**config.mk**
```make
export PLATFORM = sky130hd
export DESIGN_NAME = tcs_ram
export DESIGN_NICKNAME = d
export VERILOG_FILES = /design/src/rtl/tcs_ram.sv
export SDC_FILE = /design/constraint.sdc
export NUM_CORES = 1
export LEC_CHECK = 0
export BUFFER_PORTS_ARGS = -buffer_cell sky130_fd_sc_hd__buf_2
export CAP_MARGIN = 20
export CELL_PAD_IN_SITES_DETAIL_PLACEMENT = 1
export CELL_PAD_IN_SITES_GLOBAL_PLACEMENT = 2
export CORE_ASPECT_RATIO = 1.1
export CORE_UTILIZATION = 47
export CTS_BUF_LIST = sky130_fd_sc_hd__clkbuf_2 sky130_fd_sc_hd__clkbuf_4 sky130_fd_sc_hd__clkbuf_8
export CTS_CLUSTER_SIZE = 20
export DETAILED_ROUTE_END_ITERATION = 7
export GPL_TIMING_DRIVEN = 0
export MAX_ROUTING_LAYER = met4
export PLACE_DENSITY = 0.74
export SETUP_SLACK_MARGIN = 0.15
export SYNTH_ARGS = -nofsm -noshare
export SYNTH_HDL_FRONTEND = slang
export SYNTH_SLANG_ARGS = --single-unit
export TNS_END_PERCENT = 30
```
**constraint.sdc**
```tcl
create_clock -name clk -period 3.7 [get_ports clk]
set_input_delay 0.37 -clock clk [delete_from_list [all_inputs] [get_ports clk]]
set_output_delay 0.37 -clock clk [all_outputs]
set_load 0.05 [all_outputs]
```
**src/rtl/tcs_ram.sv**
```systemverilog
// ----------------------------------------------------------------------------
// tcs_ram: simple dual port memory
// One write port, one read port with registered read data.
// ----------------------------------------------------------------------------
module tcs_ram #(
	parameter int WIDTH = 32,
	parameter int DEPTH = 16
) (
	input  logic                     clk,
	input  logic                     we,
	input  logic [$clog2(DEPTH)-1:0] waddr,
	input  logic [WIDTH-1:0]         wdata,
	input  logic [$clog2(DEPTH)-1:0] raddr,
	output logic [WIDTH-1:0]         rdata
);

	logic [WIDTH-1:0] mem [DEPTH];

	// write port
	always_ff @(posedge clk) begin
		if (we) begin
			mem[waddr] <= wdata;
		end
	end

	// read port
	always_ff @(posedge clk) begin
		rdata <= mem[raddr];
	end

endmodule

```
==> run summary, run 1 <==
For this run, the top clock speed supported by timing is 529.4 MHz. The remaining routing DRC violations was 0; the post-placement worst setup slack was 1.109 ns. The leakage power total is 7.578 nW, and the post-route clock period utilization is 51.05%. The congestion estimate from routability-driven global placement came to 0.6941.

The tightest min-delay check is of the in2reg type. In this run, distinct cell masters in the synthesized netlist total 18. Summed over all layers, the routed wires come to 44.92 mm. The total power draw came out at 0.01292 W.

Global routing finished with a remaining overflow of 0. The number of antenna violations at the first check in global routing is 4, and the y dimension of the die is 217.6 um. For the area of the die, the log shows 43070 um2. Setup repair after global routing left no endpoint under its margin.

The flow ran to the end, and the final reports show no timing, DRC or antenna violations. The via count of the first global-routing pass is 9981, and the area of the mapped netlist is 19850 um2. The run gives 78 as the number of core rows. After the last flow step, the layout net total stands at 1065. The number of clock buffers added by TritonCTS is 84. The worst-case headroom to the max-slew limit was 30.35%; the total number of clock tree sinks was 544.

Buffers placed on the I/O ports in this run total 71. The worst path needs 1.889 ns of the cycle, external delays included. The tools report the number of hold violations in the final report as 0.

The transition time of the tightest slew-check pin is 1.039 ns, and the worst path buffer plus inverter count is 3. The slowest library cell on the worst path is nor3_2. After clock tree synthesis, the repair step resized 0 gates. The cell at the root of the clock tree is clkbuf_8. Once placement finished, the instance area stood at 21480 um2. The count of synthesis-stage warnings from yosys is 0, and the final instance area is 23260 um2. The later pin in the worst-skew pair is clocked with a latency of 0.64 ns. The largest fanout on the critical path came out at 9. TritonCTS built the clock tree. The first detailed-routing pass took 5 iterations.

In this design, the stage delay of the slowest critical-path cell is 0.88 ns. Capturing element type of the critical path: a flip-flop. For the pin count of the biggest net entering global routing, the log shows 24.

The effective utilization at floorplan is 47.87%. The total half-perimeter wirelength after legalization and detailed placement is 27.25 mm, and the gate count after technology mapping is 838. The horizontal extent of the die was 198.0 um; the average instance area after synthesis was 23.69 um2.

Walking the worst path, the cells encountered are buf_2 -> nand3b_1 -> nor3_2 -> buf_4 -> buf_6. The launching element type of the critical path was an input port. Final hold analysis gives a worst-case slack of 0.1005 ns.

The final worst clock skew is 0.02126 ns. The post-synthesis to final-layout area growth is 17.18%, and the number of nets in the synthesized netlist is 880. Data arrives at the worst endpoint at 2.23 ns. For the post-CTS setup-driven buffer insertion count, the log shows 0. Grouping stages by cell kind, the critical path spends the most delay in simple AND/OR/NAND/NOR gates. After detailed routing, the average wire length per cell comes to 27.19 um.

The violation count after the first detailed-route iteration was 955. The run gives 3 as the number of levels the H-tree was split into. After clock tree synthesis, the clock-pin slew on the worst setup and hold paths is 0.06 ns. Leaving out fill and tap cells, the most frequent cell in the layout is edfxtp_1. Leaving out fill and tap cells, the most frequent cells in the layout are 512 x edfxtp_1, 128 x mux4_2, 100 x clkbuf_8.

The kind of critical path is in2reg. The ratio of routed vias to standard cells is 5.715, and the count of antenna-violating nets left after detailed routing is 0. For this design, the CTS-stage hold fixing added 0 buffers. The number of setup violations in the final report was 0. The tools report the total I/O pin count as 74. The required time of the worst setup path came out at 4.04 ns. Cells fill 56.09% of the core in the end.

The tools report the max-capacitance violation count as 0. After synthesis the netlist holds a flip-flop and latch count of 544. The share of the Yosys chip area taken by registers is 80.67%. The maximum count of clock buffers along a single path was 3. The first global-routing pass estimated 66.15 mm of wire.

The worst-case IR drop observed on VDD is 0.2466 mV. The post-layout worst setup margin is 1.811 ns. Global routing consumed, over all layers together, 22.68% of the routing resources.

Dividing total power by cell area gives a power density of 555.2 nW/um2. The run gives 0 as the max-slew violation count. The layout has 3557 filler cells.

The count of vias placed by the detailed router is 9442, and the total core area is 41480 um2. The share of final-layout standard cells stronger than drive strength 1 is 37.13%.
==> cells in the mapped netlist (all sizes together) <==
| cell type | number | share of area, % |
|---|---|---|
| nor2 | 13 | 0.25 |
| and2 | 1 | 0.032 |
| nand2 | 33 | 0.62 |
| buf | 26 | 0.80 |
| nand2b | 2 | 0.063 |
| nand3b | 2 | 0.076 |
| or3b | 1 | 0.044 |
| dfxtp | 32 | 3.2 |
| edfxtp | 512 | 77 |
| mux4 | 128 | 15 |
| clkbuf | 17 | 0.32 |
| nand3 | 1 | 0.025 |
| a22oi | 64 | 2.4 |
| nor2b | 2 | 0.063 |
| nor3 | 4 | 0.10 |
==> report_power, final <==
group	total (W)	switching [W]	internal [W]
combinational	0.000775	0.000513	0.000262
sequential	0.00692	0.0000337	0.00689
clock	0.00522	0.00226	0.00296
==> final cells by class <==
cell class | instances | area, um2 | area share (%)
Buffer | 43 | 222.7 | 0.9573
Antenna cell | 4 | 10.01 | 0.04302
Clock buffer | 130 | 1602 | 6.884
Multi-Input combinational cell | 251 | 3726 | 16.02
Sequential cell | 544 | 16020 | 68.84
Timing Repair Buffer | 99 | 818.3 | 3.517
Clock inverter | 21 | 170.2 | 0.7314
Tap cell | 560 | 700.7 | 3.012
==> metal layers <==
metal | global-route usage, % | vias up | share of wire [%]
met5 | - | - | 0
met4 | 8.346 | 0 | 2.2
met1 | 31.23 | 5059 | 43
li1 | - | 3970 | -
met2 | 34.12 | 336 | 48
met3 | 4.191 | 77 | 6.4
==> worst paths after layout <==
kind	from	endpoint	slack (ns)	cells after the start
hold reg to reg	mem[14][4]	rdata[4]	0.66	3
hold / removal	wdata[0]	mem[4][0]	0.10	1
setup / recovery	waddr[2]	mem[8][30]	1.81	5
setup reg to reg	mem[3][16]	rdata[16]	2.30	3
==> flip-flops by register name, summed over array words and instances, names as in the netlist <==
register  flops
mem         512
rdata        32
==> through the flow <==
step           std cells  TNS [ns]
6_report            1652         0
3_3_place_gp        1469   -541.20
4_1_cts             1648         0
2_1_floorplan        838         0
5_1_grt             1652         0
3_5_place_dp        1497         0
==> kinds of logic (layout without fill, tap and decap cells) <==
logic type / after synthesis / in the layout / synth area share, %
buffers and inverters: 43 / 293 / 1.122
and+or+nand+nor: 59 / 59 / 1.273
DFF: 544 / 544 / 80.67
muxes: 128 / 128 / 14.52
other: 0 / 4 / 0
AOI/OAI and AO/OA: 64 / 64 / 2.420
==> worst register-to-register path: cells and delay by family (launching register included) <==
| family | cells | cell delay, ns |
|---|---|---|
| AOI/OAI and AO/OA | 1 | 0.25 |
| and+or+nand+nor | 1 | 0.16 |
| DFF | 1 | 0.36 |
| muxes | 1 | 0.48 |
No activity file was read; power rests on OpenSTA's default activity.
==> inputs of run 2 (changes only) <==
ABC_AREA = 1   (was not set)
CORE_UTILIZATION = 43   (was 47)
PLACE_DENSITY = 0.77   (was 0.74)
clock period = 1.9 ns   (was 3.7 ns; I/O delays follow)
==> run summary, run 2 <==
The sequential cell area is 16020 um2, and the number of setup violations in the final report is 0. In this run the critical register-to-register path is launched from mem[2][14]. The register with the most flip-flops in the layout has 512 of them. The leading cell type in the layout, fill and taps excluded was nand2_1. The final weighted congestion in routability-driven placement was 0.7836; the final worst clock skew was 0.03227 ns. The end of the worst register-to-register path is rdata[14].

The logs give 11.41 nW for the leakage power total and 24 for the pin count of the biggest net entering global routing. The worst setup path is captured at a primary output. The number of gates resized after CTS was 0. Most instantiated flip-flop cell in the synthesis netlist: edfxtp_1.

The run gives 0 as the max-capacitance violation count. The logs give 27.16% for the worst-case headroom to the max-slew limit and 544 for the total number of clock tree sinks. The register containing the most flip-flops in the final layout is mem. The tools report the termination of the worst setup path as rdata[14]. Setup repair after global routing left no endpoint under its margin. Measured in cells, the most critical reg-to-reg path has a length of 6.

The logs give 3086 for the final cell count without fillers and 2120 for the gate count after technology mapping. The total congestion overflow after global routing is 0, and the number of buffers inserted by port buffering is 71. The timing-limited maximum frequency was 689.0 MHz. In this run the vertical extent of the chip is 243.1 um. Worst min-delay path class: in2reg.

The required time of the worst setup path is 1.71 ns. The count of antenna-violating nets left after detailed routing was 0; the post-synthesis sequential element count was 544. The critical path is of the reg2out type. The first global-routing pass estimated 103.9 mm of wire. Number of enable-type register cells in the synthesized netlist: 512.

Dividing the final minimum period by the clock period gives 76.39%. For this run, asynchronously set or reset flops after synthesis account for 0%. The run gives 0.68 ns as the clock insertion delay at the later pin of the skew report. The logic depth of the worst path, buffers included is 1, and the share of final-layout standard cells stronger than drive strength 1 is 13.91%. The largest fanout on the critical path is 1, and the count of synthesis-stage warnings from yosys is 0. The run finished with clean final reports.

74 I/O pins were placed. For this block, the routed nets add up to 70.69 mm of wire. The violation count after the first detailed-route iteration was 1041.

Number of antenna violations at the first check in global routing: 1. Sorting the synthesized cells by area gives the leading types as edfxtp_1 68%, nand2_1 11%, nand3_1 8.5%, inv_1 6.4%, dfxtp_1 2.8%. Buffers inserted during clock tree synthesis total 91. Dividing the synthesized area by the synthesized cell count gives 10.72 um2. Slowest library cell on the worst path: dfxtp_1. The worst path buffer plus inverter count works out to 1.

After synthesis, the largest area contributor takes up 67.64% of total cell area. Counting tap cells, the placed design contains a total of 2883 instances. Summing all multi-input logic gate instances after layout gives 4667 um2. At the pin with the least slew margin, the transition time is 1.093 ns. Number of hold violations in the final report: 0. The remaining routing DRC violations was 0.

The tools report the launching element type of the critical path as a flip-flop. Setup slack on the worst reg-to-reg path comes out at 0.79 ns. The die covers 53790 um2.

The signal on the critical path passes through buf_2. After synthesis, the most frequently instantiated cells are 677 x nand2_1, 512 x edfxtp_1, 388 x inv_1. For the total global-route track usage, the log shows 27.48%.

The routed design could run at a clock period as short as 1.451 ns. The routed length per placed instance is 22.91 um. The longest individual stage delay on the worst path is 0.32 ns, and the number of iterations in the first detailed-routing pass is 5.

In this run the power density over the cells is 984.0 nW/um2. The sequential cell area fraction in the yosys report is 70.46%. The run gives 2162 as the number of nets in the synthesized netlist. At the end of the flow, the number of nets in the layout was 2375.

Total half-perimeter wirelength after legalization and detailed placement: 46.11 mm. Worst path arrival time: 1.26 ns. The tools report the first element of the critical path as rdata[14]. The tree is rooted in a clkbuf_8. Count of unique library cells instantiated by Yosys: 15. In the layout the commonest cells are 677 x nand2_1, 512 x edfxtp_1, 388 x inv_1. The clock passes through at most 3 buffers. The horizontal extent of the die is 221.2 um. The worst voltage drop across the vdd grid is 0.6730 mV. Clock-pin slew was measured on the worst setup and hold paths at 0.06 ns. The via count of the first global-routing pass was 16520. The largest registers in the layout are mem x512, rdata x32.

The tools report the effective utilization at floorplan as 43.46%. The post-synthesis to final-layout area growth was 16.89%. The total area inside the core boundary comes to 52300 um2. The biggest area contributor in the post-synthesis netlist is edfxtp_1. The max-slew violation count was 0; the area of the mapped netlist was 22730 um2. The final hold slack was 0.08753 ns; the number of filler cells placed in the layout was 5703.

The count of vias placed by the detailed router came out at 15750. The number of levels the H-tree was split into was 3. nand2_1 is the most common cell in the netlist.

TritonCTS built the clock tree. Dividing the detail-routed via count by the number of cells gives 5.105. Critical path's top delay family: flip-flops. The initialized floorplan defines 88 standard-cell rows.
-- run 2: cell count changes in the layout (fill, tap and decap cells not counted), moves of 8 or more --
cell and delta:
mux4_2 -128, a22oi_1 -64, buf_12 +8, nand2_1 +644
buf_6 +15, nand3_1 +384, inv_1 +388, dlygate4sd3_1 +32
buf_2 +37, clkinv_1 +9
-- run 2: per-layer routing --
layer  routed length [um]  share of wire, %  GRT usage (%)
met1                30160                43          34.42
met4                 1534               2.2          8.556
met3                 3388               4.8          3.438
met5                    0                 0              -
met2                35610                50          46.47
-- run 2: cell type report --
type,instances,share of cell area (%)
clock inverter,32,0.6734
timing repair buffer,120,3.880
antenna,2,0.01884
inverter,390,5.519
tap,675,3.179
clock buffer,137,6.249
sequential,544,60.28
buffer,105,2.642
multi-input combinational,1081,17.56
-- run 2: worst min path at each step --
stage                  endpoint  startpoint  slack (ns)  cells past startpoint
finish                 rdata[0]    raddr[3]        0.09                      3
CTS                   rdata[31]    raddr[3]        0.02                      3
global route          rdata[31]    raddr[3]        0.07                      3
global placement    mem[11][19]   wdata[19]        0.58                      1
floorplan             mem[0][0]    wdata[0]        0.29                      0
detailed placement  mem[11][19]   wdata[19]        0.58                      1
-- run 2: logic make-up (layout without fill, tap and decap cells) --
logic type / Yosys count / after routing / share of synthesized area (%)
buffers and inverters: 495 / 784 / 9.539
DFF: 544 / 544 / 70.46
other: 0 / 2 / 0
and+or+nand+nor: 1081 / 1081 / 20.00
-- run 2: stage by stage --
| step | total power [W] | area [um2] | setup TNS, ns | utilization, % | setup slack, ns |
|---|---|---|---|---|---|
| global placement | 0.01575 | 23930 | -1089.24 | 45.76 | -2.312 |
| finish | 0.02615 | 26570 | 0 | 50.80 | 0.4487 |
| floorplan | 0.01493 | 22730 | -133.28 | - | -0.2827 |
| global route | 0.02698 | 26570 | 0 | 50.80 | 0.3963 |
| CTS | 0.02635 | 26570 | 0 | 50.79 | 0.3975 |
| detailed placement | 0.01585 | 24410 | -14.74 | 46.67 | -0.1458 |
-- run 2: power by group --
group	internal [W]	total [W]	switching, W
clock	0.00572	0.0105	0.00478
sequential	0.0134	0.0135	0.0000701
combinational	0.000558	0.00216	0.00160
total	0.0197	0.0261	0.00645
-- run 2: timing repair --
item	4_1_cts	5_1_grt
setup buffers	0	0
hold buffers	32	0
endpoints found under the setup margin	0	0
endpoints found under the hold margin	512	0
