File: src/rtl/tcs_pkg.sv
// ----------------------------------------------------------------------------
// tcs_pkg: terrace curve sampler shared types and constants
// Word layouts, state codes, divider request/response and saturation helper.
// ----------------------------------------------------------------------------
package tcs_pkg;

	// capacity and widths
	localparam int MAX_POINTS  = 16;
	localparam int PT_AW       = $clog2(MAX_POINTS);
	localparam int CNT_W       = $clog2(MAX_POINTS + 1);
	localparam int MAX_SAMPLES = 64;
	localparam int SC_W        = 7;
	localparam int D_W         = $clog2(MAX_SAMPLES);
	localparam int NUM_W       = 40;
	localparam int DIV_W       = 40;
	localparam int STEP_W      = 6;
	localparam int XDIV_STEPS  = DIV_W;
	localparam int ALPHA_STEPS = 31;
	localparam int CFG_IDX_W   = 1;
	localparam int CFG_DATA_W  = SC_W;

	// configuration register indexes
	typedef enum logic [CFG_IDX_W-1:0] {
		REG_SAMPLE_COUNT = 1'b0,
		REG_INVERT_CURVE = 1'b1
	} cfg_reg_t;

	// input word
	typedef struct packed {
		logic signed [31:0] point_x;
		logic signed [31:0] point_y;
		logic               last_point;
	} point_t;

	// output word
	typedef struct packed {
		logic signed [15:0] sample_x;
		logic signed [15:0] sample_y;
		logic               last_sample;
	} sample_t;

	// sequencer states
	typedef enum logic [3:0] {
		ST_IDLE,
		ST_RDF,
		ST_RDL,
		ST_INIT,
		ST_SCAN,
		ST_CMP,
		ST_SEG,
		ST_RD2,
		ST_RD3,
		ST_P,
		ST_XW,
		ST_AW,
		ST_Y,
		ST_YR,
		ST_EMIT
	} state_t;

	// divider request
	typedef struct packed {
		logic              start;
		logic [DIV_W-1:0]  rem;
		logic [DIV_W-1:0]  dvd;
		logic [DIV_W-1:0]  den;
		logic [STEP_W-1:0] steps;
	} div_req_t;

	// divider response
	typedef struct packed {
		logic             busy;
		logic [DIV_W-1:0] quo;
	} div_rsp_t;

	// clamp to signed 16 bits
	function automatic logic signed [15:0] sat16(input logic signed [47:0] v);
		logic signed [15:0] r;
		if (v > 48'sd32767) begin
			r = 16'sh7fff;
		end else if (v < -48'sd32768) begin
			r = 16'sh8000;
		end else begin
			r = v[15:0];
		end
		return r;
	endfunction

endpackage

File: src/rtl/tcs_div.sv
// ----------------------------------------------------------------------------
// tcs_div: restoring divider
// One quotient bit a cycle; the remainder starts from a preset value.
// ----------------------------------------------------------------------------
module tcs_div (
	input  logic               clk,
	input  logic               arst_n,
	input  tcs_pkg::div_req_t  req,
	output tcs_pkg::div_rsp_t  rsp
);

	logic [tcs_pkg::DIV_W-1:0]  rem_q;
	logic [tcs_pkg::DIV_W-1:0]  dvd_q;
	logic [tcs_pkg::DIV_W-1:0]  den_q;
	logic [tcs_pkg::DIV_W-1:0]  quo_q;
	logic [tcs_pkg::STEP_W-1:0] cnt_q;
	logic                       busy_q;
	logic [tcs_pkg::DIV_W:0]    trial;
	logic                       ge;

	// shift in next dividend bit and compare
	assign trial = {rem_q, dvd_q[tcs_pkg::DIV_W-1]};
	assign ge    = trial >= {1'b0, den_q};

	// control
	always_ff @(posedge clk or negedge arst_n) begin
		if (!arst_n) begin
			busy_q <= 1'b0;
			cnt_q  <= '0;
		end else if (req.start) begin
			busy_q <= 1'b1;
			cnt_q  <= req.steps;
		end else if (busy_q) begin
			cnt_q <= cnt_q - 1'b1;
			if (cnt_q == tcs_pkg::STEP_W'(1)) begin
				busy_q <= 1'b0;
			end
		end
	end

	// datapath
	always_ff @(posedge clk) begin
		if (req.start) begin
			rem_q <= req.rem;
			dvd_q <= req.dvd;
			den_q <= req.den;
			quo_q <= '0;
		end else if (busy_q) begin
			rem_q <= ge ? tcs_pkg::DIV_W'(trial - {1'b0, den_q})
			            : trial[tcs_pkg::DIV_W-1:0];
			dvd_q <= {dvd_q[tcs_pkg::DIV_W-2:0], 1'b0};
			quo_q <= {quo_q[tcs_pkg::DIV_W-2:0], ge};
		end
	end

	assign rsp.busy = busy_q;
	assign rsp.quo  = quo_q;

endmodule

File: config.mk
export PLATFORM = sky130hd
export DESIGN_NAME = tcs_div
export DESIGN_NICKNAME = d
export VERILOG_FILES = /design/src/rtl/tcs_pkg.sv /design/src/rtl/tcs_div.sv
export SDC_FILE = /design/constraint.sdc
export NUM_CORES = 1
export LEC_CHECK = 0
export BUFFER_PORTS_ARGS = -buffer_cell sky130_fd_sc_hd__buf_2
export CAP_MARGIN = 30
export CORE_MARGIN = 8
export CORE_UTILIZATION = 45
export CTS_CLUSTER_DIAMETER = 120
export DETAILED_ROUTE_END_ITERATION = 6
export GPL_TIMING_DRIVEN = 0
export HOLD_SLACK_MARGIN = 0.05
export PLACE_DENSITY = 0.78
export SKIP_CTS_REPAIR_TIMING = 1
export SYNTH_ARGS = -nofsm -noshare
export SYNTH_HDL_FRONTEND = slang
export SYNTH_SLANG_ARGS = --single-unit
File: constraint.sdc
create_clock -name clk -period 4.5 [get_ports clk]
set_input_delay 0.675 -clock clk [delete_from_list [all_inputs] [get_ports clk]]
set_output_delay 0.675 -clock clk [all_outputs]
set_load 0.01 [all_outputs]
==> results of run 1 <==
==> power groups by stage <==
stage	combinational [mW]	clock [mW]	sequential [mW]
2_1_floorplan	2.16	0	2.15
3_3_place_gp	2.78	0	2.19
3_5_place_dp	2.84	0	2.20
4_1_cts	2.86	1.54	2.18
5_1_grt	3.16	1.59	2.21
6_report	2.91	1.51	2.18
==> cell families after synthesis <==
logic type,count (synthesis),synth area share [%]
and+or+nand+nor,225,11.5
AOI/OAI and AO/OA,211,15.8
DFF,167,49.4
buffers and inverters,109,4.65
muxes,80,9.20
adders and majority gates,43,5.89
xor gates and xnor gates,38,3.59
==> area by class of cell <==
class	instances	area, um^2
Multi-Input combinational cell	597	4260
Timing Repair Buffer	171	901
Buffer	53	220
Sequential cell	167	4580
Clock buffer	19	464
Tap cell	270	338
Clock inverter	13	141
Antenna cell	1	2.50
Inverter	56	210
Fill cell	1834	9120
==> path summary, 6_finish.rpt <==
path | from | endpoint | slack (ns) | cells after the start
min in group clk | req[40] | den_q[34] | 0.40 | 1
max in group asynchronous | arst_n | cnt_q[5] | 4.28 | 1
worst min-delay path | arst_n | cnt_q[4] | 0.06 | 1
worst max register to register | dvd_q[39] | rem_q[36] | 0.75 | 13
worst max-delay path | dvd_q[39] | rem_q[36] | 0.75 | 13
worst min register to register | quo_q[39] | quo_q[39] | 0.51 | 2
==> cells in the mapped netlist (3+ instances only) <==
library cell,instances,area [um^2]
edfxtp_1,120,3600
nor2_1,79,297
inv_1,55,206
nand2_1,48,180
ha_1,42,526
o21ai_0,42,210
a21oi_1,41,205
mux2_2,41,462
dfxtp_1,40,801
mux2i_1,39,390
nand3_1,33,165
xnor2_1,33,289
clkbuf_1,30,113
a31oi_1,26,163
a21o_1,17,128
nand4_1,15,93.8
and2_1,14,87.6
buf_1,13,48.8
a211oi_1,8,60.1
buf_2,8,40.0
o31ai_1,8,60.1
dfrtp_1,7,175
nand2b_1,7,43.8
o311ai_0,6,52.6
a31o_2,5,43.8
a41oi_1,5,43.8
nor4_1,5,31.3
o21bai_1,5,37.5
xor2_1,5,43.8
and3_1,4,25.0
nor3_1,4,20.0
o21a_1,4,30.0
o21ai_1,4,20.0
o311ai_2,4,65.1
o41ai_1,4,35.0
a211o_1,3,26.3
a311oi_1,3,26.3
o211ai_1,3,22.5
==> registers in the layout (all words and copies together), names as in the netlist <==
signal	flops
quo_q	40
cnt_q	6
busy_q	1
rem_q	40
den_q	40
dvd_q	40
==> per-stage QoR <==
step,TNS [ns],util (%),power (mW),worst slack [ns],instances
floorplan,0,-,4.30,1.45,873
global placement,-51.30,51.6,4.97,-0.647,1312
detailed placement,0,51.8,5.04,0.0909,1313
CTS,0,54.8,6.58,0.613,1345
global route,0,54.9,6.96,0.603,1346
finish,0,54.9,6.60,0.754,1347
==> metal layers <==
layer,global-route usage (%),part of all wire (%),vias to the layer above
met4,7.93,2.4,14
met3,6.41,8.4,59
met2,32.9,46,312
met1,24.9,43,3612
li1,-,-,3615
met5,0,0.27,-
==> worst reg2reg max path, cell delays in order (launching register included) <==
cell and delay (ns):
edfxtp_1 0.42, inv_1 0.08, ha_1 0.15, inv_1 0.06, fa_1 0.42, a21o_1 0.24
a311oi_1 0.35, o31ai_1 0.14, o31ai_1 0.48, a21oi_1 0.24, nor3b_1 0.20, or4_1 0.49
o21ai_0 0.14, a2bb2oi_1 0.11
==> metrics.txt, run 1 <==
Routed WL=26400 um; final setup violation count=0; first-pass GRT wire length=41400 um; CTS root buffer=clkbuf_16; total track usage=20.3%; post-synth net total=1045; initial drt markers=621; Die H=159 um; critical path class=flip-flop to flip-flop; share of layout cells above drive strength 1=25.3%; hpwl dp=19400 um; max-slew violation count=0; FP Rows=52; CP max stage delay=0.49 ns; clk buf depth=2; most frequent cells in the layout=177 x buf_2, 120 x edfxtp_1, 79 x nor2_1; Required @ worst endpoint=4.69 ns; clk sinks=167; CP Max Fanout=3; Via Count=7612; Int Power=3.99 mW; slew at the pin closest to its max-slew limit=0.823 ns; Initial Util=45.8%; sequential fraction of the synthesis area=49.4%; Clock Power Share=22.9%; Combinational Power Share=44.1%; Syn Area/Cell=10.6 um^2; switch share=39.6%; # H-tree levels=4; Worst slew margin=45.1%; critical path arrival=3.94 ns; initial antenna violation count=7; Pre-Repair DR Iteration Count=5; commonest non-fill, non-tap cell in the layout=buf_2; GRT overflow=0; unrepaired setup endpoints after global routing=false; register share of total power=33.0%; die area=25400 um^2; Layout area overhead=20.0%; number of global-route vias before repair=7811; status=completed; CTS tree=done; synth warn=0; crit path buf inv count=2; fin crit period=3.75 ns; design area=11100 um^2; Port Buf Inserts=169; Worst setup EP type=flip-flop; Synth Instances=873; Hold Crit Class=input pin to async pin; clock slew at reported path FFs=0.07 ns; Seq cells post-synth=167; Final period util=83.2%; WHS=0.0637 ns; Sw Pwr=2.61 mW; Num CTS Buffers=17; Worst IR Drop VDD=256 uV; Fin Clk Skew=0.0187 ns; P_leak=4.91 nW; # nets final=1235; Clock Latency Late Sink=0.44 ns; Core Footprint=20200 um^2; Die W=159 um; delay-heaviest family, CP=compound AO/OA/AOI/OAI gates; max cap viols=0; antenna-violating nets left=0; EDFF count, synth=120; Startpoint Class=flip-flop; synth unique cells=70; DP Area=10500 um^2; WL/cell=19.6 um; DR vias/cell=5.65; dominant synthesized flop cell=edfxtp_1; post-synthesis cell area=9270 um^2; I/O pin count=170; routability cong.=0.910; worst path cell trace=inv_1 -> ha_1 -> inv_1 -> fa_1 -> a21o_1 -> a311oi_1 -> o31ai_1 -> o31ai_1 -> a21oi_1 -> nor3b_1 -> or4_1 -> o21ai_0 -> a2bb2oi_1; drc violations=0; final hold viol count=0; Post-synth ARST share=4.19%; pin count of the biggest net entering global routing=53; Power per Cell Area=594 nW/um^2; CP max stage cell=or4_1; max frequency=267 MHz
Power figures use the tool's default switching activity.
==> run 2: changes to the inputs <==
- ABC_AREA: default -> 1
- PLACE_DENSITY: 0.78 -> 0.8
- clock period: 4.5 -> 3.41 ns (I/O delays scaled with it)
==> run 2 against run 1 <==
  * Die area up 9.3%
  * Global-route usage up 0.95 points
  * Largest cell class unchanged
  * Sequential power up 30%
  * Power up 46%
  * Combinational power up 61%
  * Hold slack better by 0.18 ns
  * Final cell count up 39%
  * Critical path type unchanged
  * Clock power up 39%
  * Clock skew up 0.0024 ns
  * Non-clock buffer count down 13
  * Largest power group unchanged
  * Register-to-register slack better by 0.05 ns
==> metrics.txt, run 2 <==
status=completed; worst path cell trace=inv_1 -> ha_1 -> inv_1 -> fa_1 -> nand2_1 -> nand3_1 -> nand3_1 -> nand2_1 -> nand2_1 -> nand2_1 -> nand2_1 -> nand3b_1 -> nand2_1 -> nand2_1 -> nand3_1 -> nand2_1; Worst slew margin=51.8% (+6.6 points); Power per Cell Area=792 nW/um^2 (+33%); Synth Area in Simple Gates=31.3% (+20 points); fin crit period=2.61 ns (-1.14 ns); Routed WL=29800 um (+13%); Hold Crit Class=input pin to flip-flop; Startpoint Class=flip-flop; initial antenna violation count=5 (-2); Pre-Repair DR Iteration Count=6 (+1); switch share=43.8% (+4.2 points); clock slew at reported path FFs=0.08 ns (about the same); antenna-violating nets left=0 (unchanged); Crit path depth=16 (+3); Int Power=5.40 mW (+35%); footprint of the multi-input gates=4510 um^2 (+5.9%); slew at the pin closest to its max-slew limit=0.723 ns (-0.0996 ns); max frequency=384 MHz (+44%); Die W=167 um (+4.6%); initial drt markers=607 (-2.3%); DR vias/cell=4.98 (-12%); top cells by count, synth=553 x nand2_1, 233 x inv_1, 120 x edfxtp_1; GRT overflow=0 (unchanged); main combinational cell family by area after synthesis=simple AND/OR/NAND/NOR gates; Synth Instances=1381 (+58%); CP max stage cell=fa_1; CP max stage delay=0.45 ns (-0.04 ns); critical path class=flip-flop to flip-flop; routability cong.=0.918 (+0.88%); critical path arrival=2.80 ns (-1.14 ns); Clock Latency Late Sink=0.44 ns (about the same); synth unique cells=40 (-43%); Die H=167 um (+4.6%); most used cell, CP=nand2_1; unrepaired setup endpoints after global routing=false; commonest non-fill, non-tap cell in the layout=nand2_1; FP Rows=55 (+5.8%); Storage cell area=4580 um^2 (unchanged); CP Max Fanout=4 (+1); share of layout cells above drive strength 1=15.4% (-9.9 points); clk sinks=167 (unchanged); most frequent cell after synthesis=nand2_1; P_leak=6.26 nW (+28%); max cap viols=0 (unchanged); Area contributors post-synth=edfxtp_1 35%, nand2_1 20%, inv_1 8.6%; Combinational Power Share=48.7% (+4.6 points); crit path buf inv count=2 (unchanged); Final period util=76.4% (-6.8 points); number of global-route vias before repair=9562 (+22%); delay-heaviest family, CP=simple AND/OR/NAND/NOR gates; Layout area overhead=18.6%; dominant synthesized flop cell=edfxtp_1; final hold viol count=0 (unchanged); Required @ worst endpoint=3.60 ns (-1.09 ns); Post-synth ARST share=4.19% (unchanged); Hold Crit Depth=1; XOR/XNOR share of the synthesized area=2.14% (-1.5 points); post-synth top area cell=edfxtp_1; Core Util, Final=53.9% (-1.0 points); # diodes=0 (-1); I/O pin count=170 (unchanged); Worst IR Drop VDD=352 uV (+38%); max-slew violation count=0 (unchanged); die area=27800 um^2 (+9.3%); total track usage=21.3% (+0.95 points); mux cell area share after synthesis=0% (-9.2 points); sequential fraction of the synthesis area=44.8% (-4.6 points); first-pass GRT wire length=47800 um (+15%); Seq cells post-synth=167 (unchanged); compound-cell area share of the yosys netlist=5.27% (-11 points); hpwl dp=23100 um (+19%); # nets final=1744 (+41%); Core Footprint=22500 um^2 (+11%); total power=9.61 mW (+46%); Via Count=9318 (+22%); fillcell total=2174 (+19%); adder-cell area share of the yosys netlist=5.33% (-0.55 points); post-synthesis cell area=10200 um^2 (+10%); Port Buf Inserts=169 (unchanged); pin count of the biggest net entering global routing=70 (+32%); register share of total power=29.4% (-3.6 points); Worst setup EP type=flip-flop; Syn Area/Cell=7.41 um^2 (-30%); cells on worst reg2reg path=16 (+3); Sw Pwr=4.21 mW (+61%); final setup violation count=0 (unchanged); CTS tree=done; Fin Clk Skew=0.0211 ns (+0.00240 ns); # H-tree levels=4 (unchanged); most frequent cells in the layout=553 x nand2_1, 233 x inv_1, 177 x buf_2; drc violations=0 (unchanged); synth warn=0 (unchanged); Initial Util=45.4% (-0.34 points); WL/cell=15.9 um (-19%); EDFF count, synth=120 (unchanged); CTS root buffer=clkbuf_16; clk buf depth=2 (unchanged); Synth top area share=35.2% (-3.7 points); Num CTS Buffers=17 (unchanged); post-synth net total=1553 (+49%); Clock Power Share=21.9% (-1.0 points)
==> run 2: kinds of logic after synthesis <==
logic type               Yosys count
flip-flops                       167
adder cells (fa/ha/maj)           43
buffers and inverters            288
XOR/XNOR                          25
AND/OR/NAND/NOR                  769
AO/OA/AOI/OAI                     89
==> run 2: path summary, 6_finish.rpt <==
check	start	end	slack, ns
worst max-delay path	dvd_q[39]	rem_q[32]	0.80
worst min-delay path	req[13]	den_q[7]	0.24
worst max register to register	dvd_q[39]	rem_q[32]	0.80
worst min register to register	quo_q[4]	quo_q[4]	0.49
max in group asynchronous	arst_n	cnt_q[4]	2.77
min in group asynchronous	arst_n	busy_q	0.46
==> run 2: metrics by stage <==
stage / setup WS [ns] / hold WS (ns) / cell area [um^2] / std cells / TNS [ns]
after floorplan: 0.875 / 0.216 / 10200 / 1381 / 0
after global placement: -0.759 / 0.354 / 11400 / 1835 / -66.14
after detailed placement: 0.126 / 0.360 / 11500 / 1836 / 0
after CTS: 0.597 / -0.103 / 12100 / 1868 / 0
after global routing: 0.580 / 0.237 / 12100 / 1870 / 0
final: 0.804 / 0.245 / 12100 / 1870 / 0
==> run 2: cell type report <==
class                      instances  share of cell area [%]
buffer                            39                    1.72
clock buffer                      18                    3.71
clock inverter                    14                    1.55
inverter                         249                    7.71
multi-input combinational        926                    37.2
sequential                       167                    37.8
tap                              285                    2.94
timing repair buffer             172                    7.45
==> run 2: metal layers <==
layer  GRT usage (%)  part of all wire, %  vias up
met5               0                 0.22        -
met4            5.44                  1.6       10
met3            5.98                  7.5       46
met2            35.5                   46      310
met1            26.8                   45     4239
li1                -                    -     4713
==> run 2: power by group through the flow <==
stage | registers, mW | logic, mW | clock network, mW
2_1_floorplan | 2.80 | 3.46 | 0
3_3_place_gp | 2.85 | 4.55 | 0
3_5_place_dp | 2.86 | 4.61 | 0
4_1_cts | 2.83 | 4.64 | 2.12
5_1_grt | 2.87 | 5.30 | 2.20
6_report | 2.83 | 4.68 | 2.10
==> run 2: worst reg2reg max path: cells and delay by family, from the launching register on <==
| family | cells | cell delay, ns |
|---|---|---|
| DFF | 1 | 0.38 |
| adders and majority gates | 2 | 0.59 |
| buffers and inverters | 2 | 0.17 |
| and+or+nand+nor | 12 | 1.24 |
==> run 3: changes to the inputs <==
- ABC_AREA: 1 -> 0
- PLACE_DENSITY: 0.8 -> 0.78
- clock period: 3.41 -> 2.57 ns (I/O delays scaled with it)
==> run 3 against run 2 <==
  * The run now ends with negative setup slack left
  * First-iteration DRC count down 22%
  * Critical path depth down 3
  * Setup slack worse by 1.4 ns
  * Largest cell class is now multi-input combinational cells
  * Highest routed layer unchanged
==> metrics.txt, run 3 (synthesis gave the netlist of run 1 again) <==
# nets final=1272 (-27%); critical path arrival=3.32 ns (+0.52 ns); fin crit period=3.18 ns (+0.569 ns); Hold Crit Class=input pin to flip-flop; Clock Latency Late Sink=0.44 ns (about the same); Num CTS Buffers=17 (unchanged); Worst setup EP type=flip-flop; max frequency=315 MHz (-18%); antenna-violating nets left=0 (unchanged); DP Area=10900 um^2 (-5.3%); Fin Clk Skew=0.0100 ns (-0.0110 ns); Startpoint Class=flip-flop; die area=25400 um^2 (-8.5%); routability cong.=0.931 (+1.5%); GRT overflow=0 (unchanged); Worst IR Drop VDD=604 uV (+72%); Pre-Repair DR Iteration Count=5 (-1); status=finished, violations left; Via Count=7898 (-15%); worst path cell trace=ha_1 -> buf_6 -> o211ai_1 -> a21oi_2 -> o21ai_2 -> a21oi_4 -> nor2_4 -> o211a_4 -> a2111o_1 -> buf_12 -> buf_12 -> nand4_1 -> o311ai_2; fillcell total=1664 (-23%); crit path buf inv count=3 (+1); Crit path depth=13 (-3); # H-tree levels=4 (unchanged); Die H=159 um (-4.4%); CTS root buffer=clkbuf_16; pre-CTS WS=-1.62 ns (-1.74 ns); Critical Path Sink=rem_q[24]; unrepaired setup endpoints after global routing=true; slew at the pin closest to its max-slew limit=0.950 ns (+0.226 ns); Die W=159 um (-4.4%); final hold viol count=0 (unchanged); Storage cell area=4580 um^2 (unchanged); I/O pin count=170 (unchanged); initial drt markers=474 (-22%); footprint of the multi-input gates=4870 um^2 (+8.1%); first-pass GRT wire length=41400 um (-13%); hpwl dp=19500 um (-15%); clock slew at reported path FFs=0.08 ns (about the same); P_leak=5.29 nW (-16%); Layout area overhead=32.4%; clk sinks=167 (unchanged); reg2reg end=rem_q[24]; crit path launch=rem_q[3]; delay-heaviest family, CP=compound AO/OA/AOI/OAI gates; CTS tree=done; WL/cell=20.2 um (+27%); CP max stage cell=a2111o_1; FP Rows=52 (-5.5%); pin count of the biggest net entering global routing=43 (-39%); cells on worst reg2reg path=13 (-3); max cap viols=0 (unchanged); DR vias/cell=5.68 (+14%); Port Buf Inserts=169 (unchanged); most frequent cells in the layout=168 x buf_2, 120 x edfxtp_1, 74 x nor2_1; Worst slew margin=36.7% (-15 points); CP Max Fanout=7 (+3); Final WS setup=-0.605 ns (-1.41 ns); setup slack, reg-to-reg=-0.61 ns (-1.41 ns); clk buf depth=2 (unchanged); Required @ worst endpoint=2.72 ns (-0.88 ns); Final period util=124% (+47 points); total track usage=20.4% (-0.88 points); Routed WL=28000 um (-5.8%); Initial Util=45.8% (+0.34 points); initial antenna violation count=12 (+7); commonest non-fill, non-tap cell in the layout=buf_2; critical path class=flip-flop to flip-flop; CP max stage delay=0.51 ns (+0.06 ns); Core Footprint=20200 um^2 (-10%); Power per Cell Area=1050 nW/um^2 (+33%); most used cell, CP=buf_12; max-slew violation count=0 (unchanged); number of global-route vias before repair=7769 (-19%); min-delay src=req[18]; share of layout cells above drive strength 1=37.1% (+22 points); failing checks=negative setup slack; final setup violation count=41 (+41); worst r2r src=rem_q[3]; drc violations=0 (unchanged); design area=12300 um^2 (+1.1%)
## run 3: worst min-delay path by stage
stage / end / slack, ns / cells past startpoint
2_1_floorplan: busy_q / 0.09 / 0
3_3_place_gp: cnt_q[3] / 0.23 / 1
3_5_place_dp: cnt_q[3] / 0.23 / 1
4_1_cts: cnt_q[3] / -0.24 / 1
5_1_grt: den_q[0] / 0.10 / 1
6_report: den_q[12] / 0.12 / 1
## run 3: area by class of cell
type | count | area share (%)
Multi-Input combinational cell | 599 | 39.7
Timing Repair Buffer | 209 | 10.4
Antenna cell | 7 | 0.143
Sequential cell | 167 | 37.3
Buffer | 50 | 3.15
Inverter | 56 | 1.71
Clock inverter | 15 | 1.31
Clock buffer | 17 | 3.47
Tap cell | 270 | 2.75
## run 3: per-stage QoR
stage	hold slack, ns	util (%)	instances	power, mW	setup TNS (ns)
floorplan	0.0899	-	873	8.07	-5.33
global placement	0.226	53.6	1312	9.27	-196.05
finish	0.121	60.6	1390	12.9	-22.40
CTS	-0.241	56.5	1345	12.0	-111.64
global route	0.102	60.6	1387	13.6	-25.22
detailed placement	0.228	53.7	1313	9.35	-185.03
## run 3: worst reg2reg max path, stage by stage, from the launching register on
cell and delay, ns:
edfxtp_1 0.43, ha_1 0.31, buf_6 0.13, o211ai_1 0.12
a21oi_2 0.21, o21ai_2 0.12, a21oi_4 0.18, nor2_4 0.07
o211a_4 0.25, a2111o_1 0.51, buf_12 0.19, buf_12 0.14
nand4_1 0.10, o311ai_2 0.13
## run 3: routing by layer
metal | track usage (%) | share of wire (%)
met4 | 6.90 | 3.1
met3 | 8.27 | 9.4
met2 | 32.2 | 46
met1 | 24.8 | 42
met5 | 0 | 0.28
## run 3: power by group
group	switching, mW	internal, mW	total, mW
Combinational	3.48	2.93	6.41
Clock	1.28	1.30	2.58
Sequential	0.368	3.52	3.89
Total	5.12	7.75	12.9
